### config.mk
export PLATFORM = sky130hd
export DESIGN_NAME = fsme_ctrl
export DESIGN_NICKNAME = d
export VERILOG_FILES = /design/src/hdl/fsme_pkg.sv /design/src/hdl/fsme_ctrl.sv
export SDC_FILE = /design/constraint.sdc
export NUM_CORES = 1
export LEC_CHECK = 0
export BUFFER_PORTS_ARGS = -buffer_cell sky130_fd_sc_hd__buf_2
export CAP_MARGIN = 20
export CORE_AREA = 2 2 39 41
export CTS_CLUSTER_DIAMETER = 80
export CTS_CLUSTER_SIZE = 10
export DETAILED_ROUTE_END_ITERATION = 6
export DIE_AREA = 0 0 41 43
export PLACE_DENSITY = 0.68
export SYNTH_ARGS = -nofsm -noshare
export SYNTH_HDL_FRONTEND = slang
export SYNTH_SLANG_ARGS = --single-unit
### constraint.sdc
create_clock -name clk -period 1.6 [get_ports clk]
set_input_delay 0.32 -clock clk [delete_from_list [all_inputs] [get_ports clk]]
set_output_delay 0.32 -clock clk [all_outputs]
set_load 0.005 [all_outputs]
### src/hdl/fsme_pkg.sv
// Shared types and constants for the stream tap-multiply engine.
package fsme_pkg;

    localparam int MEM_WORDS_DEF = 1024;
    localparam int STREAMS       = 4;
    localparam int SID_W         = 2;
    localparam int WADDR_W       = 30;

    localparam logic [31:0] DEFAULT_TAPS   = 32'd16;
    localparam logic [31:0] DEFAULT_STRIDE = 32'd4;

    typedef enum logic [1:0] {
        CMD_DESC    = 2'd0,
        CMD_STEP    = 2'd1,
        CMD_MEMWR   = 2'd2,
        CMD_RESTART = 2'd3
    } cmd_t;

    // Descriptor field selects; the codes not listed are accepted and ignored.
    localparam logic [2:0] FLD_SHAPE  = 3'd0;
    localparam logic [2:0] FLD_LIMIT  = 3'd1;
    localparam logic [2:0] FLD_OFFSET = 3'd3;
    localparam logic [2:0] FLD_STRIDE = 3'd4;
    localparam logic [2:0] FLD_BASE   = 3'd7;

    typedef enum logic [1:0] {
        MUL_CADDR,
        MUL_SADDR,
        MUL_PROD
    } mul_sel_t;

    typedef enum logic [4:0] {
        ST_IDLE,
        ST_DESC,
        ST_CLEAR,
        ST_MW_MOD,
        ST_MW_WAIT,
        ST_PREP_C,
        ST_PREP_S,
        ST_C_MUL,
        ST_C_ADD,
        ST_C_WAIT,
        ST_C_CAP,
        ST_S_MUL,
        ST_S_ADD,
        ST_S_WAIT,
        ST_S_CAP,
        ST_P_MUL,
        ST_EMIT
    } state_t;

    typedef struct packed {
        logic     latch_in;
        logic     use_sample;
        logic     prep_c;
        logic     prep_s;
        logic     mul_en;
        mul_sel_t mul_sel;
        logic     mod_start;
        logic     mod_addr;
        logic     ram_rd;
        logic     ram_wr;
        logic     cap_coeff;
        logic     cap_sample;
        logic     desc_wr;
        logic     clear;
        logic     emit;
    } dp_ctrl_t;

endpackage

### src/hdl/fsme_ctrl.sv
// Controller state machine that sequences each request through the datapath.
module fsme_ctrl
    import fsme_pkg::*;
(
    input  logic       clk,
    input  logic       rst_n,
    input  logic       start,
    input  logic [1:0] cmd,
    input  logic       mod_done,
    output logic       busy,
    output dp_ctrl_t   ctl
);

    state_t state_reg, state_next;

    always_ff @(posedge clk or negedge rst_n)
    begin
        if (!rst_n)
        begin
            state_reg <= ST_IDLE;
        end
        else
        begin
            state_reg <= state_next;
        end
    end

    always_comb
    begin
        state_next = state_reg;
        ctl        = '0;
        ctl.mul_sel = MUL_CADDR;
        busy       = (state_reg != ST_IDLE);
        unique case (state_reg)
            ST_IDLE:
            begin
                if (start)
                begin
                    ctl.latch_in = 1'b1;
                    unique case (cmd_t'(cmd))
                        CMD_DESC:    state_next = ST_DESC;
                        CMD_STEP:    state_next = ST_PREP_C;
                        CMD_MEMWR:   state_next = ST_MW_MOD;
                        CMD_RESTART: state_next = ST_CLEAR;
                    endcase
                end
            end
            ST_DESC:
            begin
                ctl.desc_wr = 1'b1;
                state_next  = ST_EMIT;
            end
            ST_CLEAR:
            begin
                ctl.clear  = 1'b1;
                state_next = ST_EMIT;
            end
            ST_MW_MOD:
            begin
                ctl.mod_start = 1'b1;
                state_next    = ST_MW_WAIT;
            end
            ST_MW_WAIT:
            begin
                if (mod_done)
                begin
                    ctl.ram_wr = 1'b1;
                    state_next = ST_EMIT;
                end
            end
            ST_PREP_C:
            begin
                ctl.prep_c = 1'b1;
                state_next = ST_PREP_S;
            end
            ST_PREP_S:
            begin
                ctl.use_sample = 1'b1;
                ctl.prep_s     = 1'b1;
                state_next     = ST_C_MUL;
            end
            ST_C_MUL:
            begin
                ctl.mul_en  = 1'b1;
                ctl.mul_sel = MUL_CADDR;
                state_next  = ST_C_ADD;
            end
            ST_C_ADD:
            begin
                ctl.mod_start = 1'b1;
                ctl.mod_addr  = 1'b1;
                state_next    = ST_C_WAIT;
            end
            ST_C_WAIT:
            begin
                if (mod_done)
                begin
                    ctl.ram_rd = 1'b1;
                    state_next = ST_C_CAP;
                end
            end
            ST_C_CAP:
            begin
                ctl.cap_coeff = 1'b1;
                state_next    = ST_S_MUL;
            end
            ST_S_MUL:
            begin
                ctl.mul_en  = 1'b1;
                ctl.mul_sel = MUL_SADDR;
                state_next  = ST_S_ADD;
            end
            ST_S_ADD:
            begin
                ctl.use_sample = 1'b1;
                ctl.mod_start  = 1'b1;
                ctl.mod_addr   = 1'b1;
                state_next     = ST_S_WAIT;
            end
            ST_S_WAIT:
            begin
                if (mod_done)
                begin
                    ctl.ram_rd = 1'b1;
                    state_next = ST_S_CAP;
                end
            end
            ST_S_CAP:
            begin
                ctl.cap_sample = 1'b1;
                state_next     = ST_P_MUL;
            end
            ST_P_MUL:
            begin
                ctl.mul_en  = 1'b1;
                ctl.mul_sel = MUL_PROD;
                state_next  = ST_EMIT;
            end
            ST_EMIT:
            begin
                ctl.emit   = 1'b1;
                state_next = ST_IDLE;
            end
            default:
            begin
                state_next = ST_IDLE;
            end
        endcase
    end

endmodule

# Yosys cells after proc, flatten, opt, wreduce, memory -nomap -nowiden
# Cells that the tools add are included.
[classes] eq_ne=23 mux=22 reduce_logical=9
[ops] operator="one-hot mux 5 bit (14 select lines)" n=1
[ops] operator="equality test 5 x 4 -> 1 bit, second input constant" n=8
[ops] operator="equality test 5 x 3 -> 1 bit, second input constant" n=4
[ops] operator="two-way mux 5 bit" n=4
[ops] operator="one-hot mux 5 bit (4 select lines)" n=1
[ops] operator="two-way mux 1 bit" n=15
[ops] operator="equality test 5 x 2 -> 1 bit, second input constant" n=2
[ops] operator="one-hot mux 3 bit (3 select lines)" n=1
[ops] operator="inequality test 2 bit, second input constant" n=4
[ops] operator="OR reduction 2 bit" n=3
[ops] operator="OR reduction 3 bit" n=2
[ops] operator="equality test 5 x 1 -> 1 bit, second input constant" n=1
[ops] operator="equality test 5 bit, second input constant" n=1
[ops] operator="zero test 5 bit" n=1
[ops] operator="nonzero test 5 bit" n=1
[ops] operator="equality test 2 bit, second input constant" n=2
[ops] operator="AND reduction 4 bit" n=1
[ops] operator="equality test 2 x 1 -> 1 bit, second input constant" n=1
[ops] operator="zero test 2 bit" n=1
[word_totals] elab_cells=55 register_bits=5 output_inout_bits=17 inputBits=6

# Longest topological paths before layout
# Gate-level depths: netlist (run 1).
[logic_depth] ltp_word=4 mapped_depth=6 depth_no_buf=5

# Worst setup path before layout (run 1)
# Ideal clock, no wire load.
[synth_path] kind="register to output" from="register state_reg[0]" to="output ctl[8] (netlist name)" path_buffers=2 arrival_ns=1.122 path_slack_ns=0.158 t_required_ns=1.280 path_stages_with_launch=7 cell_sequence="dfrtp_1 buf_2 buf_1 nand2_1 nor2_1 a21oi_1 nor2_1"
[synth_rtl] item="from (decl)" line="fsme_ctrl.sv:14" rtl="state_t state_reg, state_next;"
[synth_rtl] item="from (signal assigned)" line="fsme_ctrl.sv:24" rtl="state_reg <= state_next;"
[synth_rtl] item="to (decl)" line="fsme_ctrl.sv:11" rtl="output dp_ctrl_t ctl"

==> summary.md, run 1 <==
| Metric | Value |
|---|---|
| Combined area of all synthesized cells | about 520 um2 |
| Final weighted congestion in routability-driven placement | 0.7944 |
| Worst Reg-to-Reg Cells | 6 |
| Worst-Skew Late Latency | between 200 and 250 ps |
| Maximum resistive drop on vdd | 0.0007046 V |
| Number of stages on the worst hold path | 3 |
| H-tree depth reported by CTS | 1 |
| Slew at the pin closest to its max-slew limit | approximately 310 ps |
| CP cell instances | or3b_4, buf_4, nor2_4, buf_2 |
| Sequential share of the synthesized area | between 20% and 30% |
| Multiplexer share of the synthesized area | under 10% |
| Area leader, netlist | sky130_fd_sc_hd__dfrtp_1 |
| Final critical-path share of the clock period | 107.9% |
| Violated checks | setup timing |
| Antenna diodes | 0 |
| Total length of routed met3 wires | a little over 90 um |
| Bufs on Longest Clock Path | 2 |
| DR pass1 iterations | 4 |
| Final cell count without fillers | ~120 |
| Flip-flop and latch count after synthesis | 5 |
| Critical Path Start Type | flip-flop |
| Routed Antenna Nets | 0 |
| TritonCTS clock tree | yes |
| Number of global-route vias before repair | approximately 550 |
| Post-route minimum period | ~1700 ps |
| Leakage power total | 0.3773 nW |
| Power density over the cells | ~1800 mW/mm2 |
| HP Start | mod_done |
| Async set-reset flop share out of synthesis | 100.0% |
| Flip-flop count of the largest register after layout | 5 |
| GRT Total Usage | a little under a fifth |
| Worst max-slew margin expressed relative to the limit | between 70% and 80% |
| Category of the worst setup path capture point | primary output |
| Maximum number of pins on one net before global-route repair | 19 |
| Final net count | approximately 110 |
| Remaining design rule violation count | 0 |
| Sum of routed wire length over all layers | 1670 um |
| Average vias per placed instance | approximately 5.8 |
| Initial drt markers | 9 |
| TritonCTS sink count | 5 |
| Distinct cells, synth | 32 |
| Die X | a little over 40 um |
| Crit Reg-Reg Endpoint | state_reg[2] |
| Chip Height | ~43 um |
| Post-route setup TNS | -577.8 ps |
| Final setup violation count | 11 |
| Adder and majority cell fraction of the synthesized area | 0% |
| Final worst slack | -126.5 ps |
| Hold/Removal Path Class | primary input to flip-flop |
| Compound-cell area share of the yosys netlist | ~18% |
| Final hold violation count | 0 |
| Synth area leaders | sky130_fd_sc_hd__dfrtp_1 24%, sky130_fd_sc_hd__nor3_1 11%, sky130_fd_sc_hd__nor2_1 5.7%, sky130_fd_sc_hd__a21oi_1 4.8%, sky130_fd_sc_hd__buf_2 4.8% |
| Arr. time, crit path | about 1400 ps |
| First-pass GRT wire length | approximately 2300 um |
| Total number of vias | 662 |
| Share of final-layout standard cells stronger than drive strength 1 | between 50% and 60% |
| Worst min-delay path endpoint | state_reg[0] |
| R2r startpoint | state_reg[0] |
| Initial antenna violation count | 0 |
| Max stage delay cell, worst path | sky130_fd_sc_hd__or3b_4 |
| Area growth syn-to-layout | 60.38% |
| Synthesized net count | 76 |
| Top FF cell, synth | sky130_fd_sc_hd__dfrtp_1 |
| Required time at the endpoint of the critical path | 1280 ps |
| Clock Tree Root | sky130_fd_sc_hd__clkbuf_4 |
| Number of buffers inserted during clock tree synthesis | 3 |
| Outcome | complete, but fails checks |
| Share of the synthesized area in the top cell type | a little under a quarter |
| Post-synth EDFFs | 0 |
| Total grt overflow | 0 |
| Maximum cell stage delay along the critical path | 420 ps |
| Met2 routed wirelength | slightly below 900 um |
| Setup skew after layout | between 0.5 and 0.6 ps |
| Clock edge transition at the registers on the reported setup and hold paths | 40 ps |
| Number of maximum-capacitance violations | 0 |
| Initial core utilization | a little under two fifths |
| Setup slack, reg-to-reg | ~110 ps |
| Type of the worst setup path | flip-flop to primary output |
| Met1 wire length | approximately 700 um |
| Avg Synthesized Cell Area | 7.489 um2 |
| Main combinational cell family by area after synthesis | simple AND/OR/NAND/NOR gates |
| Setup repair after global routing missed its margin | true |
| Post-detailed-placement half-perimeter wirelength | 1015 um |
| Number of I/O pins | 23 |
| Number of rows created at floorplan | 14 |
| CP max FO | 3 |
| Wire per inst | roughly 15 um |
| Highest metal layer with signal wires | met3 |
| Cell count after synthesis | 70 |
| Synthesis warning total | 0 |
| Overall die area | approximately 0.0018 mm2 |
| Core area | 0.001384 mm2 |
| FMAX | between 500 and 600 MHz |
| Share of synthesized cell area in and, or, nand and nor gates | about two fifths |
| Parity-gate share of the synthesized area counting xor and xnor cells | under 10% |
| Count of buffers from port buffering | 22 |
| Number of placed instances, taps included | around 110 |
| Number of max-slew violations in the final report | 0 |
## per-layer routing
layer / global-route usage [%] / vias up
li1: - / 311
met1: 22.62 / 326
met2: 31.87 / 25
met3: 3.141 / 0
met4: 8.000 / 0
met5: 0 / -
## layout make-up
class	instances	area, um2
clock buffer	4	26.28
timing repair buffer	33	230.2
tap	16	20.02
inverter	3	11.26
sequential	5	126.4
multi-input combinational	54	426.7
fill	116	543.0
## how the worst max path moves through the flow
| stage | start | endpoint | slack [ps] | cells past startpoint |
|---|---|---|---|---|
| after CTS | state_reg[4] | ctl[5] | -120 | 3 |
| after global placement | state_reg[3] | ctl[5] | 80 | 3 |
| after detailed placement | state_reg[0] | ctl[15] | 80 | 3 |
| after global routing | state_reg[2] | ctl[12] | -180 | 4 |
| final | state_reg[3] | ctl[12] | -130 | 4 |
| after floorplan | state_reg[0] | ctl[8] | 160 | 6 |
## cell usage after synthesis (2+ instances only)
master,instances
sky130_fd_sc_hd__nand2b_1,3
sky130_fd_sc_hd__xnor2_1,2
sky130_fd_sc_hd__nand3_1,2
sky130_fd_sc_hd__nor4_1,3
sky130_fd_sc_hd__buf_2,5
sky130_fd_sc_hd__o21a_1,2
sky130_fd_sc_hd__dfrtp_1,5
sky130_fd_sc_hd__nor2_1,8
sky130_fd_sc_hd__nor3_1,11
sky130_fd_sc_hd__a21oi_1,5
sky130_fd_sc_hd__nand2_1,2
sky130_fd_sc_hd__inv_1,2
## report_power, final
part           internal, W  switching, W  total, W  leakage, nW
clock            0.0000938     0.0000443  0.000138       0.0150
sequential        0.000177     0.0000541  0.000231       0.0645
combinational     0.000559      0.000610   0.00117        0.298
total             0.000830      0.000709   0.00154        0.377
## timing repair
| action | in CTS | in global routing |
|---|---|---|
| gates resized for setup | 6 | 17 |
| gates cloned | 0 | 0 |
| hold endpoints to repair | 5 | 0 |
| pin swaps | 4 | 2 |
| endpoints found under the setup margin | 17 | 16 |
| setup buffers | 3 | 2 |
| hold buffers | 1 | 0 |
## worst max-delay path: cells and delay by family (launching register included)
kind                   cells  cell delay, ps
buffers and inverters      2             270
flip-flops                 1             400
AND/OR/NAND/NOR            2             500
## logic make-up (layout without fill, tap and decap cells)
family / count (synthesis) / in the layout
compound gates: 13 / 13
xor+xnor: 3 / 3
buf+inv: 11 / 40
flops: 5 / 5
mux: 1 / 1
simple gates: 37 / 37
## per-stage QoR
| step | power [W] | area, um2 | setup slack, ps | hold slack [ps] | util [%] |
|---|---|---|---|---|---|
| after detailed placement | 0.001084 | 660.6 | 77.23 | 133.8 | 47.74 |
| after floorplan | 0.0008633 | 524.3 | 157.6 | 24.41 | - |
| after global placement | 0.001070 | 660.6 | 82.20 | 134.4 | 47.74 |
| after global routing | 0.001635 | 840.8 | -176.5 | 446.9 | 60.76 |
| after CTS | 0.001347 | 748.2 | -117.3 | 424.8 | 54.07 |
| final | 0.001539 | 840.8 | -126.5 | 423.1 | 60.76 |
## layout by cell type, fill, tap and decap left out, types with 2 or more instances in the layout
cell and count:
sky130_fd_sc_hd__buf_2 21, sky130_fd_sc_hd__nor4_1 2, sky130_fd_sc_hd__buf_6 2, sky130_fd_sc_hd__xnor2_1 2
sky130_fd_sc_hd__nor4_4 2, sky130_fd_sc_hd__a21oi_1 5, sky130_fd_sc_hd__o21a_1 2, sky130_fd_sc_hd__buf_12 2
sky130_fd_sc_hd__nor2_2 3, sky130_fd_sc_hd__nor3_2 6, sky130_fd_sc_hd__inv_1 2, sky130_fd_sc_hd__nor2_1 4
sky130_fd_sc_hd__dfrtp_1 4, sky130_fd_sc_hd__clkbuf_4 3, sky130_fd_sc_hd__nand3_1 2, sky130_fd_sc_hd__buf_4 7
sky130_fd_sc_hd__nor3_1 5
No activity file was read; power rests on OpenSTA's default activity.
==> inputs of run 2 (changes only) <==
--- a/config.mk
+++ b/config.mk
@@ -13,6 +13,7 @@
 export DETAILED_ROUTE_END_ITERATION = 6
 export DIE_AREA = 0 0 41 43
 export PLACE_DENSITY = 0.68
+export SKIP_LAST_GASP = 1
 export SYNTH_ARGS = -nofsm -noshare
 export SYNTH_HDL_FRONTEND = slang
 export SYNTH_SLANG_ARGS = --single-unit
==> run 2 against run 1 <==
  * The flow still finishes with violations (setup timing)
  * Critical endpoint unchanged
  * Critical path type unchanged
  * Largest power group unchanged
  * Setup slack got worse by 0.62 ps
  * Die area did not move
  * First-iteration DRC count shrank 33%
  * Largest cell class unchanged
==> summary.md, run 2 (synthesis gave the netlist of run 1 again) <==
| Metric | Value |
|---|---|
| Layout Utilization | 60.40% (-0.36 points) |
| Number of maximum-capacitance violations | 0 (unchanged) |
| Category of the worst setup path capture point | primary output |
| Number of stages on the worst hold path | 3 (unchanged) |
| Chip Height | 43 um (unchanged) |
| Number of I/O pins | 23 (unchanged) |
| Arr. time, crit path | 1410 ps (about the same) |
| Initial drt markers | 6 (-3) |
| Setup skew after layout | 0.1210 ps (-0.4095 ps) |
| Leakage power total | 0.3741 nW (-0.85%) |
| Commonest non-fill, non-tap cell in the layout | sky130_fd_sc_hd__buf_2 |
| Final critical-path share of the clock period | 107.9% (about the same) |
| HP Start | mod_done |
| Clock Tree Root | sky130_fd_sc_hd__clkbuf_4 |
| Leading cell types in the layout, fill and taps excluded | 21 x sky130_fd_sc_hd__buf_2, 7 x sky130_fd_sc_hd__buf_4, 6 x sky130_fd_sc_hd__nor3_2, 5 x sky130_fd_sc_hd__nor3_1, 5 x sky130_fd_sc_hd__a21oi_1 |
| CP max FO | 3 (unchanged) |
| Worst-Skew Late Latency | 230 ps (about the same) |
| Power density over the cells | 1828 mW/mm2 (-0.12%) |
| Number of max-slew violations in the final report | 0 (unchanged) |
| Worst max-slew margin expressed relative to the limit | 79.34% (+0.092 points) |
| Sum of routed wire length over all layers | 1636 um (-2.0%) |
| Maximum resistive drop on vdd | 0.0006955 V (-1.3%) |
| Outcome | complete, but fails checks |
| TritonCTS clock tree | yes |
| Initial core utilization | 37.88% (unchanged) |
| Maximum number of pins on one net before global-route repair | 19 (unchanged) |
| Setup repair after global routing missed its margin | true |
| Final worst slack | -127.2 ps (-0.6160 ps) |
| Routed Antenna Nets | 0 (unchanged) |
| Crit Reg-Reg Endpoint | state_reg[2] |
| Die X | 41 um (unchanged) |
| Critical Path Start Type | flip-flop |
| R2r startpoint | state_reg[0] |
| Total grt overflow | 0 (unchanged) |
| Number of global-route vias before repair | 546 (unchanged) |
| Hold/Removal Path Class | primary input to flip-flop |
| Worst Reg-to-Reg Cells | 6 (unchanged) |
| TritonCTS sink count | 5 (unchanged) |
| Core area | 0.001384 mm2 (unchanged) |
| Average vias per placed instance | 5.678 (-1.4%) |
| Bufs on Longest Clock Path | 2 (unchanged) |
| Number of buffers inserted during clock tree synthesis | 3 (unchanged) |
| Final hold violation count | 0 (unchanged) |
| Final weighted congestion in routability-driven placement | 0.7944 (unchanged) |
| Post-detailed-placement half-perimeter wirelength | 1015 um (unchanged) |
| H-tree depth reported by CTS | 1 (unchanged) |
| First-pass GRT wire length | 2290 um (unchanged) |
| Share of final-layout standard cells stronger than drive strength 1 | 55.56% (-1.0 points) |
| Flip-flop count of the largest register after layout | 5 (unchanged) |
| Antenna diodes | 0 (unchanged) |
| Violated checks | setup timing |
| Wire per inst | 14.23 um (-2.0%) |
| Area growth syn-to-layout | 59.43% |
| Count of buffers from port buffering | 22 (unchanged) |
| Type of the worst setup path | flip-flop to primary output |
| Worst min-delay path endpoint | state_reg[0] |
| Final net count | 106 (unchanged) |
| Number of rows created at floorplan | 14 (unchanged) |
| Required time at the endpoint of the critical path | 1280 ps (about the same) |
| Clock edge transition at the registers on the reported setup and hold paths | 40 ps (about the same) |
| Summed area of non-filler cells in the final layout | 835.8 um2 (-0.60%) |
| Post-route minimum period | 1727 ps (+0.6160 ps) |
| GRT Total Usage | 19.09% (unchanged) |
| Total number of vias | 653 (-1.4%) |
| Overall die area | 0.001763 mm2 (unchanged) |
| Slew at the pin closest to its max-slew limit | 308.1 ps (-1.369 ps) |
| Remaining design rule violation count | 0 (unchanged) |
| DR pass1 iterations | 4 (unchanged) |
| Initial antenna violation count | 0 (unchanged) |
| Final setup violation count | 11 (unchanged) |
| FMAX | 579.0 MHz (about the same) |
| Setup slack, reg-to-reg | 70 ps (-40 ps) |
| Area post-placement | 660.6 um2 (unchanged) |
run 2: timing repair:
action | CTS | global route
buffers inserted | 3 | 2
gates resized for setup | 6 | 16
pin swaps | 3 | 1
hold endpoints to repair | 5 | 0
setup endpoints to repair | 17 | 16
cloned | 0 | 0
hold buffers | 1 | 0
run 2: report_power, final:
| group | switching [W] | internal (W) | leakage [nW] |
|---|---|---|---|
| Combinational | 0.000601 | 0.000555 | 0.295 |
| Sequential | 0.0000552 | 0.000177 | 0.0645 |
| Clock | 0.0000447 | 0.0000938 | 0.0150 |
run 2: how the worst max path moves through the flow:
stage            startpoint      end  cells after the start
2_1_floorplan  state_reg[0]   ctl[8]                      6
3_3_place_gp   state_reg[3]   ctl[5]                      3
3_5_place_dp   state_reg[0]  ctl[15]                      3
4_1_cts        state_reg[4]   ctl[5]                      3
5_1_grt        state_reg[2]  ctl[12]                      4
6_report       state_reg[3]  ctl[12]                      4
run 2: through the flow:
step | instances | setup TNS (ps) | worst slack, ps | hold slack, ps | power (W)
floorplan | 70 | 0 | 157.6 | 24.41 | 0.0008633
global placement | 105 | 0 | 82.20 | 134.4 | 0.001070
detailed placement | 105 | 0 | 77.23 | 133.8 | 0.001084
CTS | 113 | -368.5 | -117.3 | 424.8 | 0.001347
global route | 115 | -1365 | -177.0 | 446.9 | 0.001628
finish | 115 | -582.1 | -127.2 | 422.4 | 0.001528
run 2: cell type report:
class / count / area [um2]
sequential: 5 / 126.4
clock buffer: 4 / 26.28
timing repair buffer: 33 / 230.2
fill: 117 / 548.0
inverter: 3 / 11.26
multi-input combinational: 54 / 421.7
tap: 16 / 20.02
run 2: critical path, cell delays in order (launching register included):
cell	delay, ps
sky130_fd_sc_hd__dfrtp_1	400
sky130_fd_sc_hd__or3b_4	420
sky130_fd_sc_hd__buf_4	160
sky130_fd_sc_hd__nor2_4	80
sky130_fd_sc_hd__buf_2	110
run 2: per-layer routing:
metal  GRT usage (%)  up-vias  part of all wire, %
met1           22.62      312                   40
met3           3.141        0                  5.9
li1                -      311                    -
met4           8.000        0                    0
met2           31.87       30                   54
met5               0        -                    0
